**config.mk**
```make
export PLATFORM = sky130hd
export DESIGN_NAME = char_stream_tokenizer
export DESIGN_NICKNAME = d
export VERILOG_FILES = /design/src/csttok_pkg.sv /design/src/csttok_scan.sv /design/src/csttok_fifo.sv /design/src/char_stream_tokenizer.sv
export SDC_FILE = /design/constraint.sdc
export NUM_CORES = 1
export LEC_CHECK = 0
export BUFFER_PORTS_ARGS = -buffer_cell sky130_fd_sc_hd__buf_2
export CAP_MARGIN = 0
export CORE_ASPECT_RATIO = 0.75
export CORE_MARGIN = 4
export CORE_UTILIZATION = 55
export DETAILED_ROUTE_END_ITERATION = 10
export PLACE_DENSITY = 0.73
export SLEW_MARGIN = 10
export SYNTH_ARGS = -nofsm -noshare
export SYNTH_HDL_FRONTEND = slang
export SYNTH_HIERARCHICAL = 1
export SYNTH_SLANG_ARGS = --single-unit
export TNS_END_PERCENT = 20
```
**constraint.sdc**
```tcl
create_clock -name clk -period 7.2 [get_ports clk]
set_input_delay 2.16 -clock clk [delete_from_list [all_inputs] [get_ports clk]]
set_output_delay 2.16 -clock clk [all_outputs]
set_load 0.02 [all_outputs]
```
**src/csttok_pkg.sv**
```systemverilog
// Shared types and constants for the character stream tokenizer.
`default_nettype none
package csttok_pkg;

  localparam int MAX_NAME_DEF = 100;

  // Token kinds.
  localparam logic [3:0] K_IDENT  = 4'd0;
  localparam logic [3:0] K_WHILE  = 4'd1;
  localparam logic [3:0] K_CONST  = 4'd2;
  localparam logic [3:0] K_LPAREN = 4'd3;
  localparam logic [3:0] K_RPAREN = 4'd4;
  localparam logic [3:0] K_LBRACE = 4'd5;
  localparam logic [3:0] K_RBRACE = 4'd6;
  localparam logic [3:0] K_STAR   = 4'd7;
  localparam logic [3:0] K_ASSIGN = 4'd8;
  localparam logic [3:0] K_SEMI   = 4'd9;
  localparam logic [3:0] K_SLASH  = 4'd10;
  localparam logic [3:0] K_EOF    = 4'd11;
  localparam logic [3:0] K_ERROR  = 4'd12;

  localparam logic [7:0] CH_NL    = 8'h0A;
  localparam logic [7:0] CH_TAB   = 8'h09;
  localparam logic [7:0] CH_CR    = 8'h0D;
  localparam logic [7:0] CH_QUOTE = 8'h27;

  typedef enum logic [8:0] {
    M_START   = 9'b000000001,
    M_SLASH   = 9'b000000010,
    M_COMMENT = 9'b000000100,
    M_CSTAR   = 9'b000001000,
    M_QUOTE   = 9'b000010000,
    M_ZERO    = 9'b000100000,
    M_HEX     = 9'b001000000,
    M_DEC     = 9'b010000000,
    M_IDENT   = 9'b100000000
  } mode_t;

  typedef struct packed {
    mode_t       mode;
    logic [31:0] accum;
    logic [6:0]  name_len;
    logic [2:0]  kw_prog;
    logic        kw_miss;
    logic [15:0] line;
  } state_t;

  typedef struct packed {
    logic [3:0]  kind;
    logic [31:0] value;
    logic [6:0]  len;
    logic [15:0] line;
    logic        last;
  } token_t;

  typedef struct packed {
    logic [1:0] n;
    token_t     tok0;
    token_t     tok1;
  } scan_res_t;

endpackage
`default_nettype wire

```
**src/csttok_scan.sv**
```systemverilog
// Combinational scanner: next state and up to two tokens for one byte.
`default_nettype none
module csttok_scan import csttok_pkg::*; #(
  parameter int MAX_NAME = MAX_NAME_DEF
) (
  input  state_t      st_i,
  input  logic [7:0]  ch_i,
  input  logic        eoi_i,
  output state_t      st_o,
  output scan_res_t   res_o
);

  localparam logic [6:0] NameSat = 7'(MAX_NAME - 1);

  function automatic logic [7:0] kw_char(input logic [2:0] p);
    logic [7:0] c;
    case (p)
      3'd0:    c = "w";
      3'd1:    c = "h";
      3'd2:    c = "i";
      3'd3:    c = "l";
      default: c = "e";
    endcase
    return c;
  endfunction

  function automatic logic is_alpha(input logic [7:0] c);
    return c inside {["a":"z"], ["A":"Z"]};
  endfunction

  function automatic logic is_digit(input logic [7:0] c);
    return c inside {["0":"9"]};
  endfunction

  function automatic logic is_hex(input logic [7:0] c);
    return c inside {["0":"9"], ["a":"f"], ["A":"F"]};
  endfunction

  state_t      st;
  logic        e0_v, e1_v, run_start, bump;
  logic [3:0]  e0_k, e1_k;
  logic [31:0] e0_val;
  logic [6:0]  e0_len;
  logic [3:0]  hex_d;

  assign hex_d = is_digit(ch_i) ? ch_i[3:0] : 4'(ch_i[3:0] + 4'd9);

  always_comb begin
    st        = st_i;
    e0_v      = 1'b0;
    e0_k      = K_IDENT;
    e0_val    = '0;
    e0_len    = '0;
    e1_v      = 1'b0;
    e1_k      = K_IDENT;
    run_start = 1'b0;
    bump      = 1'b0;

    if (eoi_i) begin
      case (st_i.mode)
        M_SLASH: begin
          e0_v = 1'b1;
          e0_k = K_SLASH;
        end
        M_COMMENT, M_CSTAR, M_QUOTE: begin
          e0_v = 1'b1;
          e0_k = K_ERROR;
        end
        M_ZERO, M_HEX, M_DEC: begin
          e0_v   = 1'b1;
          e0_k   = K_CONST;
          e0_val = st_i.accum;
        end
        M_IDENT: begin
          e0_v = 1'b1;
          if (!st_i.kw_miss && st_i.kw_prog == 3'd5) begin
            e0_k = K_WHILE;
          end else begin
            e0_k   = K_IDENT;
            e0_len = st_i.name_len;
          end
        end
        default: ;
      endcase
      e1_v        = 1'b1;
      e1_k        = K_EOF;
      st.mode     = M_START;
      st.accum    = '0;
      st.name_len = '0;
      st.kw_prog  = '0;
      st.kw_miss  = 1'b0;
    end else begin
      case (st_i.mode)
        M_SLASH: begin
          if (ch_i == "*") begin
            st.mode = M_COMMENT;
          end else begin
            e0_v      = 1'b1;
            e0_k      = K_SLASH;
            run_start = 1'b1;
          end
        end
        M_COMMENT, M_CSTAR: begin
          if (st_i.mode == M_CSTAR && ch_i == "/") begin
            st.mode = M_START;
          end else if (ch_i == "*") begin
            st.mode = M_CSTAR;
          end else begin
            bump    = (ch_i == CH_NL);
            st.mode = M_COMMENT;
          end
        end
        M_QUOTE: begin
          if (ch_i == CH_QUOTE) begin
            e0_v    = 1'b1;
            e0_k    = K_CONST;
            e0_val  = st_i.accum;
            st.mode = M_START;
          end else begin
            st.accum = {st_i.accum[23:0], ch_i};
          end
        end
        M_ZERO: begin
          if (ch_i == "x" || ch_i == "X") begin
            st.accum = '0;
            st.mode  = M_HEX;
          end else if (is_digit(ch_i)) begin
            st.accum = {28'd0, ch_i[3:0]};
            st.mode  = M_DEC;
          end else begin
            e0_v      = 1'b1;
            e0_k      = K_CONST;
            run_start = 1'b1;
          end
        end
        M_HEX: begin
          if (is_hex(ch_i)) begin
            st.accum = {st_i.accum[27:0], hex_d};
          end else begin
            e0_v      = 1'b1;
            e0_k      = K_CONST;
            e0_val    = st_i.accum;
            run_start = 1'b1;
          end
        end
        M_DEC: begin
          if (is_digit(ch_i)) begin
            // Times ten as eight plus two, then add the digit.
            st.accum = {st_i.accum[28:0], 3'b000} + {st_i.accum[30:0], 1'b0}
                       + {28'd0, ch_i[3:0]};
          end else begin
            e0_v      = 1'b1;
            e0_k      = K_CONST;
            e0_val    = st_i.accum;
            run_start = 1'b1;
          end
        end
        M_IDENT: begin
          if (is_alpha(ch_i) || is_digit(ch_i)) begin
            if (st_i.name_len < NameSat) begin
              st.name_len = st_i.name_len + 7'd1;
            end
            if (!st_i.kw_miss && st_i.kw_prog < 3'd5 && ch_i == kw_char(st_i.kw_prog)) begin
              st.kw_prog = st_i.kw_prog + 3'd1;
            end else begin
              st.kw_miss = 1'b1;
            end
          end else begin
            e0_v = 1'b1;
            if (!st_i.kw_miss && st_i.kw_prog == 3'd5) begin
              e0_k = K_WHILE;
            end else begin
              e0_k   = K_IDENT;
              e0_len = st_i.name_len;
            end
            run_start = 1'b1;
          end
        end
        default: run_start = 1'b1;
      endcase

      // The byte that ended a token is scanned again from the start state.
      if (run_start) begin
        st.mode = M_START;
        case (ch_i)
          CH_NL:                 bump = 1'b1;
          " ", CH_TAB, CH_CR:    ;
          "(": begin e1_v = 1'b1; e1_k = K_LPAREN; end
          ")": begin e1_v = 1'b1; e1_k = K_RPAREN; end
          "{": begin e1_v = 1'b1; e1_k = K_LBRACE; end
          "}": begin e1_v = 1'b1; e1_k = K_RBRACE; end
          "*": begin e1_v = 1'b1; e1_k = K_STAR;   end
          "=": begin e1_v = 1'b1; e1_k = K_ASSIGN; end
          ";": begin e1_v = 1'b1; e1_k = K_SEMI;   end
          "/": st.mode = M_SLASH;
          CH_QUOTE: begin
            st.accum = '0;
            st.mode  = M_QUOTE;
          end
          "0": begin
            st.accum = '0;
            st.mode  = M_ZERO;
          end
          default: begin
            if (is_alpha(ch_i)) begin
              st.name_len = 7'd1;
              st.kw_prog  = (ch_i == "w") ? 3'd1 : 3'd0;
              st.kw_miss  = (ch_i != "w");
              st.mode     = M_IDENT;
            end else if (is_digit(ch_i)) begin
              st.accum = {28'd0, ch_i[3:0]};
              st.mode  = M_DEC;
            end else begin
              e1_v = 1'b1;
              e1_k = K_ERROR;
            end
          end
        endcase
      end
    end

    if (bump && st_i.line != 16'hFFFF) begin
      st.line = st_i.line + 16'd1;
    end
  end

  assign st_o = st;

  // Tokens carry the line count as it stood before this byte.
  always_comb begin
    token_t t0, t1;
    t0 = '{kind: e0_k, value: e0_val, len: e0_len, line: st_i.line, last: 1'b0};
    t1 = '{kind: e1_k, value: 32'd0, len: 7'd0, line: st_i.line, last: 1'b1};
    res_o.tok1 = t1;
    if (e0_v) begin
      t0.last    = !e1_v;
      res_o.tok0 = t0;
      res_o.n    = e1_v ? 2'd2 : 2'd1;
    end else begin
      res_o.tok0 = t1;
      res_o.n    = e1_v ? 2'd1 : 2'd0;
    end
  end

endmodule
`default_nettype wire

```
**src/csttok_fifo.sv**
```systemverilog
// Two-entry token queue that takes up to two tokens and gives one per cycle while the reader is ready.
`default_nettype none
module csttok_fifo import csttok_pkg::*; (
  input  logic        clk,
  input  logic        rst_n,
  input  logic [1:0]  push_n_i,
  input  token_t      push0_i,
  input  token_t      push1_i,
  output logic [1:0]  avail_o,
  output logic        valid_o,
  input  logic        ready_i,
  output token_t      head_o
);

  token_t     slot0_r, slot1_r, slot0_nxt, slot1_nxt;
  logic [1:0] count_r, count_nxt, rem;
  logic       pop;

  assign valid_o = (count_r != 2'd0);
  assign head_o  = slot0_r;
  assign pop     = valid_o && ready_i;
  assign rem     = count_r - {1'b0, pop};
  // Room left once this cycle's pop is counted.
  assign avail_o = 2'd2 - rem;

  always_comb begin
    slot0_nxt = slot0_r;
    slot1_nxt = slot1_r;
    case (rem)
      2'd2: ;
      2'd1: begin
        slot0_nxt = pop ? slot1_r : slot0_r;
        slot1_nxt = push0_i;
      end
      default: begin
        slot0_nxt = push0_i;
        slot1_nxt = push1_i;
      end
    endcase
    count_nxt = rem + push_n_i;
  end

  always_ff @(posedge clk) begin
    if (!rst_n) begin
      count_r <= 2'd0;
    end else begin
      count_r <= count_nxt;
    end
    slot0_r <= slot0_nxt;
    slot1_r <= slot1_nxt;
  end

endmodule
`default_nettype wire

```
**src/char_stream_tokenizer.sv**
```systemverilog
// Top level of the character stream tokenizer.
// The in_ channel takes one source byte per word in in_tdata, with in_tuser
// high to mark the end of the source text (the byte is then ignored).
// The out_ channel gives tokens: kind, constant value, identifier length and
// line number in out_tdata; out_tlast marks the final token of an input word.
// A word is held in an input register, scanned combinationally against the
// scanner state, and its zero, one or two tokens go to a two-entry queue.
// Tokens pass through the input register and then the queue to the out_
// channel. One byte is taken every cycle while the out_ side keeps up; a
// byte that gives two tokens can hold the input back, as the queue hands
// out one token per cycle. A stall on out_ fills the queue, then holds the
// word in the input register, then drops in_tready; nothing is lost.
// Reset empties the queue and input register, puts the scanner in its start
// state and sets the line count to one.
`default_nettype none
module char_stream_tokenizer import csttok_pkg::*; #(
  parameter int MAX_NAME = MAX_NAME_DEF
) (
  input  logic        clk,
  input  logic        rst_n,
  input  logic        in_tvalid,
  output logic        in_tready,
  input  logic [7:0]  in_tdata,   // [7:0] ch
  input  logic        in_tuser,   // [0] end_of_input
  output logic        out_tvalid,
  input  logic        out_tready,
  output logic [63:0] out_tdata,  // [3:0] token_kind, [35:4] token_value,
                                  // [42:36] ident_length, [58:43] line_number
  output logic        out_tlast
);

  logic       in_valid_r;
  logic [7:0] in_ch_r;
  logic       in_eoi_r;
  state_t     st_r, st_scan;
  scan_res_t  res;
  logic [1:0] avail;
  logic       fire;
  token_t     head;

  csttok_scan #(.MAX_NAME(MAX_NAME)) u_scan (
    .st_i  (st_r),
    .ch_i  (in_ch_r),
    .eoi_i (in_eoi_r),
    .st_o  (st_scan),
    .res_o (res)
  );

  assign fire      = in_valid_r && (res.n <= avail);
  assign in_tready = !in_valid_r || fire;

  always_ff @(posedge clk) begin
    if (!rst_n) begin
      in_valid_r <= 1'b0;
      st_r       <= '{mode: M_START, accum: 32'd0, name_len: 7'd0, kw_prog: 3'd0,
                      kw_miss: 1'b0, line: 16'd1};
    end else begin
      if (in_tready) begin
        in_valid_r <= in_tvalid;
      end
      if (fire) begin
        st_r <= st_scan;
      end
    end
    if (in_tvalid && in_tready) begin
      in_ch_r  <= in_tdata;
      in_eoi_r <= in_tuser;
    end
  end

  csttok_fifo u_fifo (
    .clk      (clk),
    .rst_n    (rst_n),
    .push_n_i (fire ? res.n : 2'd0),
    .push0_i  (res.tok0),
    .push1_i  (res.tok1),
    .avail_o  (avail),
    .valid_o  (out_tvalid),
    .ready_i  (out_tready),
    .head_o   (head)
  );

  assign out_tdata = {5'd0, head.line, head.len, head.value, head.kind};
  assign out_tlast = head.last;

endmodule
`default_nettype wire
```
# Word-level counts from Yosys, hierarchy flattened
# Cells that the tools add are included.
# op_classes
n_eq_ne	38
bitwise_logic	1
addsub	9
magnitude_cmp	11
n_mux	85
n_reduce_logical	37
# op_table
operator	n
$mux W32	9
$pmux W60 S2	2
$pmux W32 S4	1
$mux W52	2
$pmux W32 S3	1
$mux W41	2
$eq A8 B6 Y1 const B	9
$pmux W9 S4	2
$pmux W32 S2	1
$mux W62	1
$mux W60	1
$mux W11	4
$mux W7	6
$eq A8 B7 Y1 const B	5
$mux W4	10
$mux W40	1
$mux W9	4
$add A32 B32 Y32	1
$add A32 B4 Y32	1
$le A8 B7 Y1 const B	4
$pmux W4 S8	1
$eq A8 B4 Y1 const B	3
$mux W8	3
$pmux W4 S6	1
other kinds (56)	106
# totals
inputBits	13
regBits	200
out_inout_bits	67
wordCells	201

# Depth between registers and ports, before layout
# depth
ltp_word	16
ltp_mapped	22
ltp_nobuf	19

# Modules after synthesis
# Netlist, hierarchy kept.
# by_module_without_submodules
mod	seq_area_each_um2	area_each_um2	instances	cells_each
csttok_fifo	3643.5	5637.9	1	273
csttok_scan	0.0	5590.4	1	828
char_stream_tokenizer	1651.6	3148.0	1	326

# Worst setup path after synthesis
# Ideal clock, no wire load.
# synth_path
kind	input to register
from	input out_tready
to	register u_fifo.slot0_r, in the netlist u_fifo/head_o[0] (enable)
t_arrival_ns	5.837
setup_time_ns	0.498
path_buffers	0
path_stages	5
required_time_ns	6.702
slack_ns	0.865
cell_sequence	and2_1 > ha_1 > xor2_2 > ha_1 > a21oi_1
# synth_via
elab_chain_len	5
word_cells_on_any_way	7
classes_between	add/sub (1); eq/ne (3); bitwise (1); reduce/logical (2)
# synth_rtl
item	line_no	source
start, declared	char_stream_tokenizer.sv:26	input logic out_tready,
$logic_and A1 B1 Y1 (*)	csttok_fifo.sv:21	assign pop = valid_o && ready_i;
$sub A2 B1 Y2	csttok_fifo.sv:22	assign rem = count_r - {1'b0, pop};
$eq A2 B1 Y1 / $eq A2 B2 Y1 (equally long branches)	csttok_fifo.sv:29	case (rem)
$ne A2 B1 Y1 (no line) / $not A1 Y1 (equally long branches)	-	
$reduce_and A2 Y1 (no line) (*)	-	
end signal, assigned	csttok_fifo.sv:49	slot0_r <= slot0_nxt;
end, declared	csttok_fifo.sv:15	token_t slot0_r, slot1_r, slot0_nxt, slot1_nxt;
# Every way passes the cells marked *; elsewhere a longest branch is shown, timed or not.
# A chain may end at the register's enable or synchronous reset.

==> run_results.csv <==
group,metric,value,unit
placed_design,dpl.hpwl,23.0,mm
critical_path,cpMaxStageDelayCell,"edfxtp_1",
synthesis,ys_types,81,
placed_design,place_inst,1743,
final_layout,n_fill_cell,2153,
floorplan,rows,50,
floorplan,die_x,195,µm
cts,cts_htree_levels,4,
sta,rsz0062_at_grt,"false",
sta,maxSlewViolCount,0,
placed_design,portBuffers,74,
floorplan,die_h,148,µm
cts,cts_buffers,17,
route,drtIter0Drc,1183,
power,p_leak,6.16,nW
final_layout,layout.cells.non_filler,1775,
global_routing,grt_pass1_vias,10000,
sta,hold_slack,0.500,ns
placed_design,finalWeightedCongestion,0.967,
route,wire_per_inst,18.4,µm
global_routing,grt_pass1_wl,53.0,mm
final_layout,layout.cells.most_common,"nand2_1",
critical_path,slowest_delay,0.56,ns
sta,hold_violations,0,
sta,post-route-period-util,0.943,
power,ir_drop,0.343,mV
synthesis,synth-edff-count,129,
hold_path,hold_path_class,"register to register",
critical_path,crit_chain,"inv_1 -> ha_1 -> nor3b_1 -> nand3b_1 -> o311ai_1 -> o21a_1 -> o21ai_1 -> o21ai_0 -> nand2_1 -> ha_1 -> ha_1 -> nor2b_4 -> o211ai_1 -> buf_2",
critical_path,crit_arrival,4.63,ns
synthesis,synthArstFlopShare,0,
hold_path,hp-start,"st_r[16]",
hold_path,worst_hold_path.endpoint,"st_r[16]",
route,drc_errors,0,
floorplan,ios,80,
route,ant_nets,0,
cts,cts-resized-gates,0,
synthesis,ys.flop_type,"edfxtp_1",
cts,postCtsSetupRepairBufs,0,
cts,clockBufferDepth,2,
critical_path,critPathTopFamily,"compound AO/OA/AOI/OAI gates",
synthesis,synth-seq-cells,200,
critical_path,cp.buffers_inverters,2,
global_routing,overflow,0,
global_routing,grt_max_degree,117,
sta,min_period,6.79,ns
synthesis,seq_area_frac_synth,0.368,
sta,final-setup-viol-count,0,
cts,postCtsHoldBufs,0,
critical_path,start_kind,"register",
floorplan,die_area,28800,µm²
global_routing,antenna_found_initial,4,
critical_path,r2r_start,"in_ch_r[1]",
cts,cts_tree,"yes",
synthesis,syn_inst,1427,
route,viasPerCell,5.97,
critical_path,cpMostUsedCell,"ha_1",
job,drv_cap,0,
sta,timing.setup.tns,0,ns
outcome,status,"finished clean",
sta,timing.fmax,147,MHz
power,switchingPower,0.00156,W
sta,clock_skew,0.0139,ns
final_layout,nets,1516,
cts,cts_sinks,200,
final_layout,drive_gt1_frac,0.182,
critical_path,critPathKind,"register to output port",
critical_path,end_kind,"output port",
power,power_density,297,nW/µm²
power,power_frac_comb,0.374,
power,p_seq_frac,0.407,
synthesis,avgSynthCellArea,10.1,µm²
sta,tightest_slew,1.00,ns
route,vias,10600,
critical_path,crit_fanout,11,
cts,cts-root-buf,"clkbuf_16",
critical_path,reg2reg_to,"u_fifo/count_r[1]",
critical_path,crit_required,5.04,ns
global_routing,grt_usage,0.224,
route,wirelength,32.7,mm
synthesis,synthesis.area,14400,µm²
final_layout,final_cell_mix,"nand2_1, edfxtp_1, mux2_4",
floorplan,core,25300,µm²
route,drtPass1Iterations,9,
final_layout,syn_to_final_growth,4.87,%
cts,path_clk_slew,0.07,ns
final_layout,fin_util,0.595,
sta,relSlewSlack,0.329,
floorplan,initial_core_util,0.567,
final_layout,num_antenna_cells,0,
power,switching_share,0.349,
power,internal-power,0.00292,W
cts,insertion_delay,0.45,ns
critical_path,rr_worst_depth,19,
power,p_clk_frac,0.220,
critical_path,rrSetupSlack,1.93,ns
synthesis,ys_warn_count,6,
hold_path,holdPathStages,2,
-- power by group through the flow --
| stage | combinational (W) | sequential (W) | clock, W |
|---|---|---|---|
| 2_1_floorplan | 0.00122 | 0.00204 | 0 |
| 3_3_place_gp | 0.00165 | 0.00183 | 0 |
| 3_5_place_dp | 0.00169 | 0.00185 | 0 |
| 4_1_cts | 0.00169 | 0.00183 | 0.000997 |
| 5_1_grt | 0.00178 | 0.00185 | 0.00105 |
| 6_report | 0.00167 | 0.00182 | 0.000983 |
-- worst max path at each step --
stage                           from                to  slack, ns  depth (start not counted)
final                     in_ch_r[1]         in_tready       0.41                         14
after global routing      in_ch_r[1]         in_tready       0.20                         14
after CTS                 in_ch_r[1]         in_tready       0.55                         14
after detailed placement  out_tready         in_tready       0.91                         10
after global placement    out_tready         in_tready       0.95                         10
after floorplan           out_tready  u_fifo/head_o[0]       0.87                          5
-- through the flow --
stage          instance area (µm²)  worst slack, ns  total power, W
2_1_floorplan                14500            0.865         0.00326
3_3_place_gp                 14500            0.951         0.00349
3_5_place_dp                 14500            0.913         0.00354
4_1_cts                      15100            0.550         0.00451
5_1_grt                      15100            0.199         0.00469
6_report                     15100            0.412         0.00448
-- flip-flops by register name, summed over array words and instances (netlist names) --
name / cells
u_fifo/slot1_r: 60
in_eoi_r: 1
st_r: 68
u_fifo/count_r: 2
in_ch_r: 8
in_valid_r: 1
u_fifo/head_o: 60
-- metal layers --
layer | track usage | vias to the layer above | part of all wire
li1 | - | 5107 | -
met1 | 0.337 | 5067 | 0.47
met2 | 0.330 | 378 | 0.43
met3 | 0.0444 | 40 | 0.087
met4 | 0.0576 | 4 | 0.012
met5 | 0 | - | 0.00070
-- Yosys cell counts (9+ instances only) --
cell	count	area (µm²)
and2_1	46	288
nand4_1	15	93.8
nor2_1	51	191
xnor2_1	27	236
mux2i_1	75	751
nand3_1	29	145
dfxtp_1	71	1420
and3_1	15	93.8
nand2b_1	13	81.3
xor2_1	18	158
buf_4	77	578
inv_1	32	120
a21oi_1	78	390
ha_1	77	963
buf_2	13	65.1
nor3_1	20	100
mux2_2	21	236
buf_6	19	214
nor2b_1	16	100
a222oi_1	21	210
or3_1	12	75.1
clkbuf_1	41	154
o211ai_1	9	67.6
o21ai_0	42	210
mux2_4	100	1500
edfxtp_1	129	3870
a21o_1	22	165
nand2_1	203	762
-- area by class of cell --
cell class | instances | area (µm²) | area share
multi-input combinational | 1084 | 8130 | 0.540
timing repair buffer | 88 | 490 | 0.0325
clock inverter | 14 | 180 | 0.0120
sequential | 200 | 5300 | 0.351
clock buffer | 18 | 429 | 0.0285
tap | 338 | 423 | 0.0281
inverter | 33 | 124 | 0.00822
-- cells by family (layout without fill, tap and decap cells) --
logic type,Yosys count,count (layout),synth area share
AND/OR/NAND/NOR,456,456,0.156
XOR/XNOR,46,46,0.0285
multiplexers,196,196,0.173
AO/OA/AOI/OAI,262,262,0.124
buffers and inverters,185,153,0.0795
adder cells (fa/ha/maj),79,79,0.0698
other,3,45,0.000783
flip-flops,200,200,0.368
-- worst register-to-register path: cells and delay by family (launching register included) --
kind	cells	cell delay, ns
AO/OA/AOI/OAI	5	1.58
adder cells (fa/ha/maj)	4	1.03
AND/OR/NAND/NOR	6	1.00
buffers and inverters	2	0.77
flip-flops	1	0.56
XOR/XNOR	2	0.21
Power figures use the tool's default switching activity.
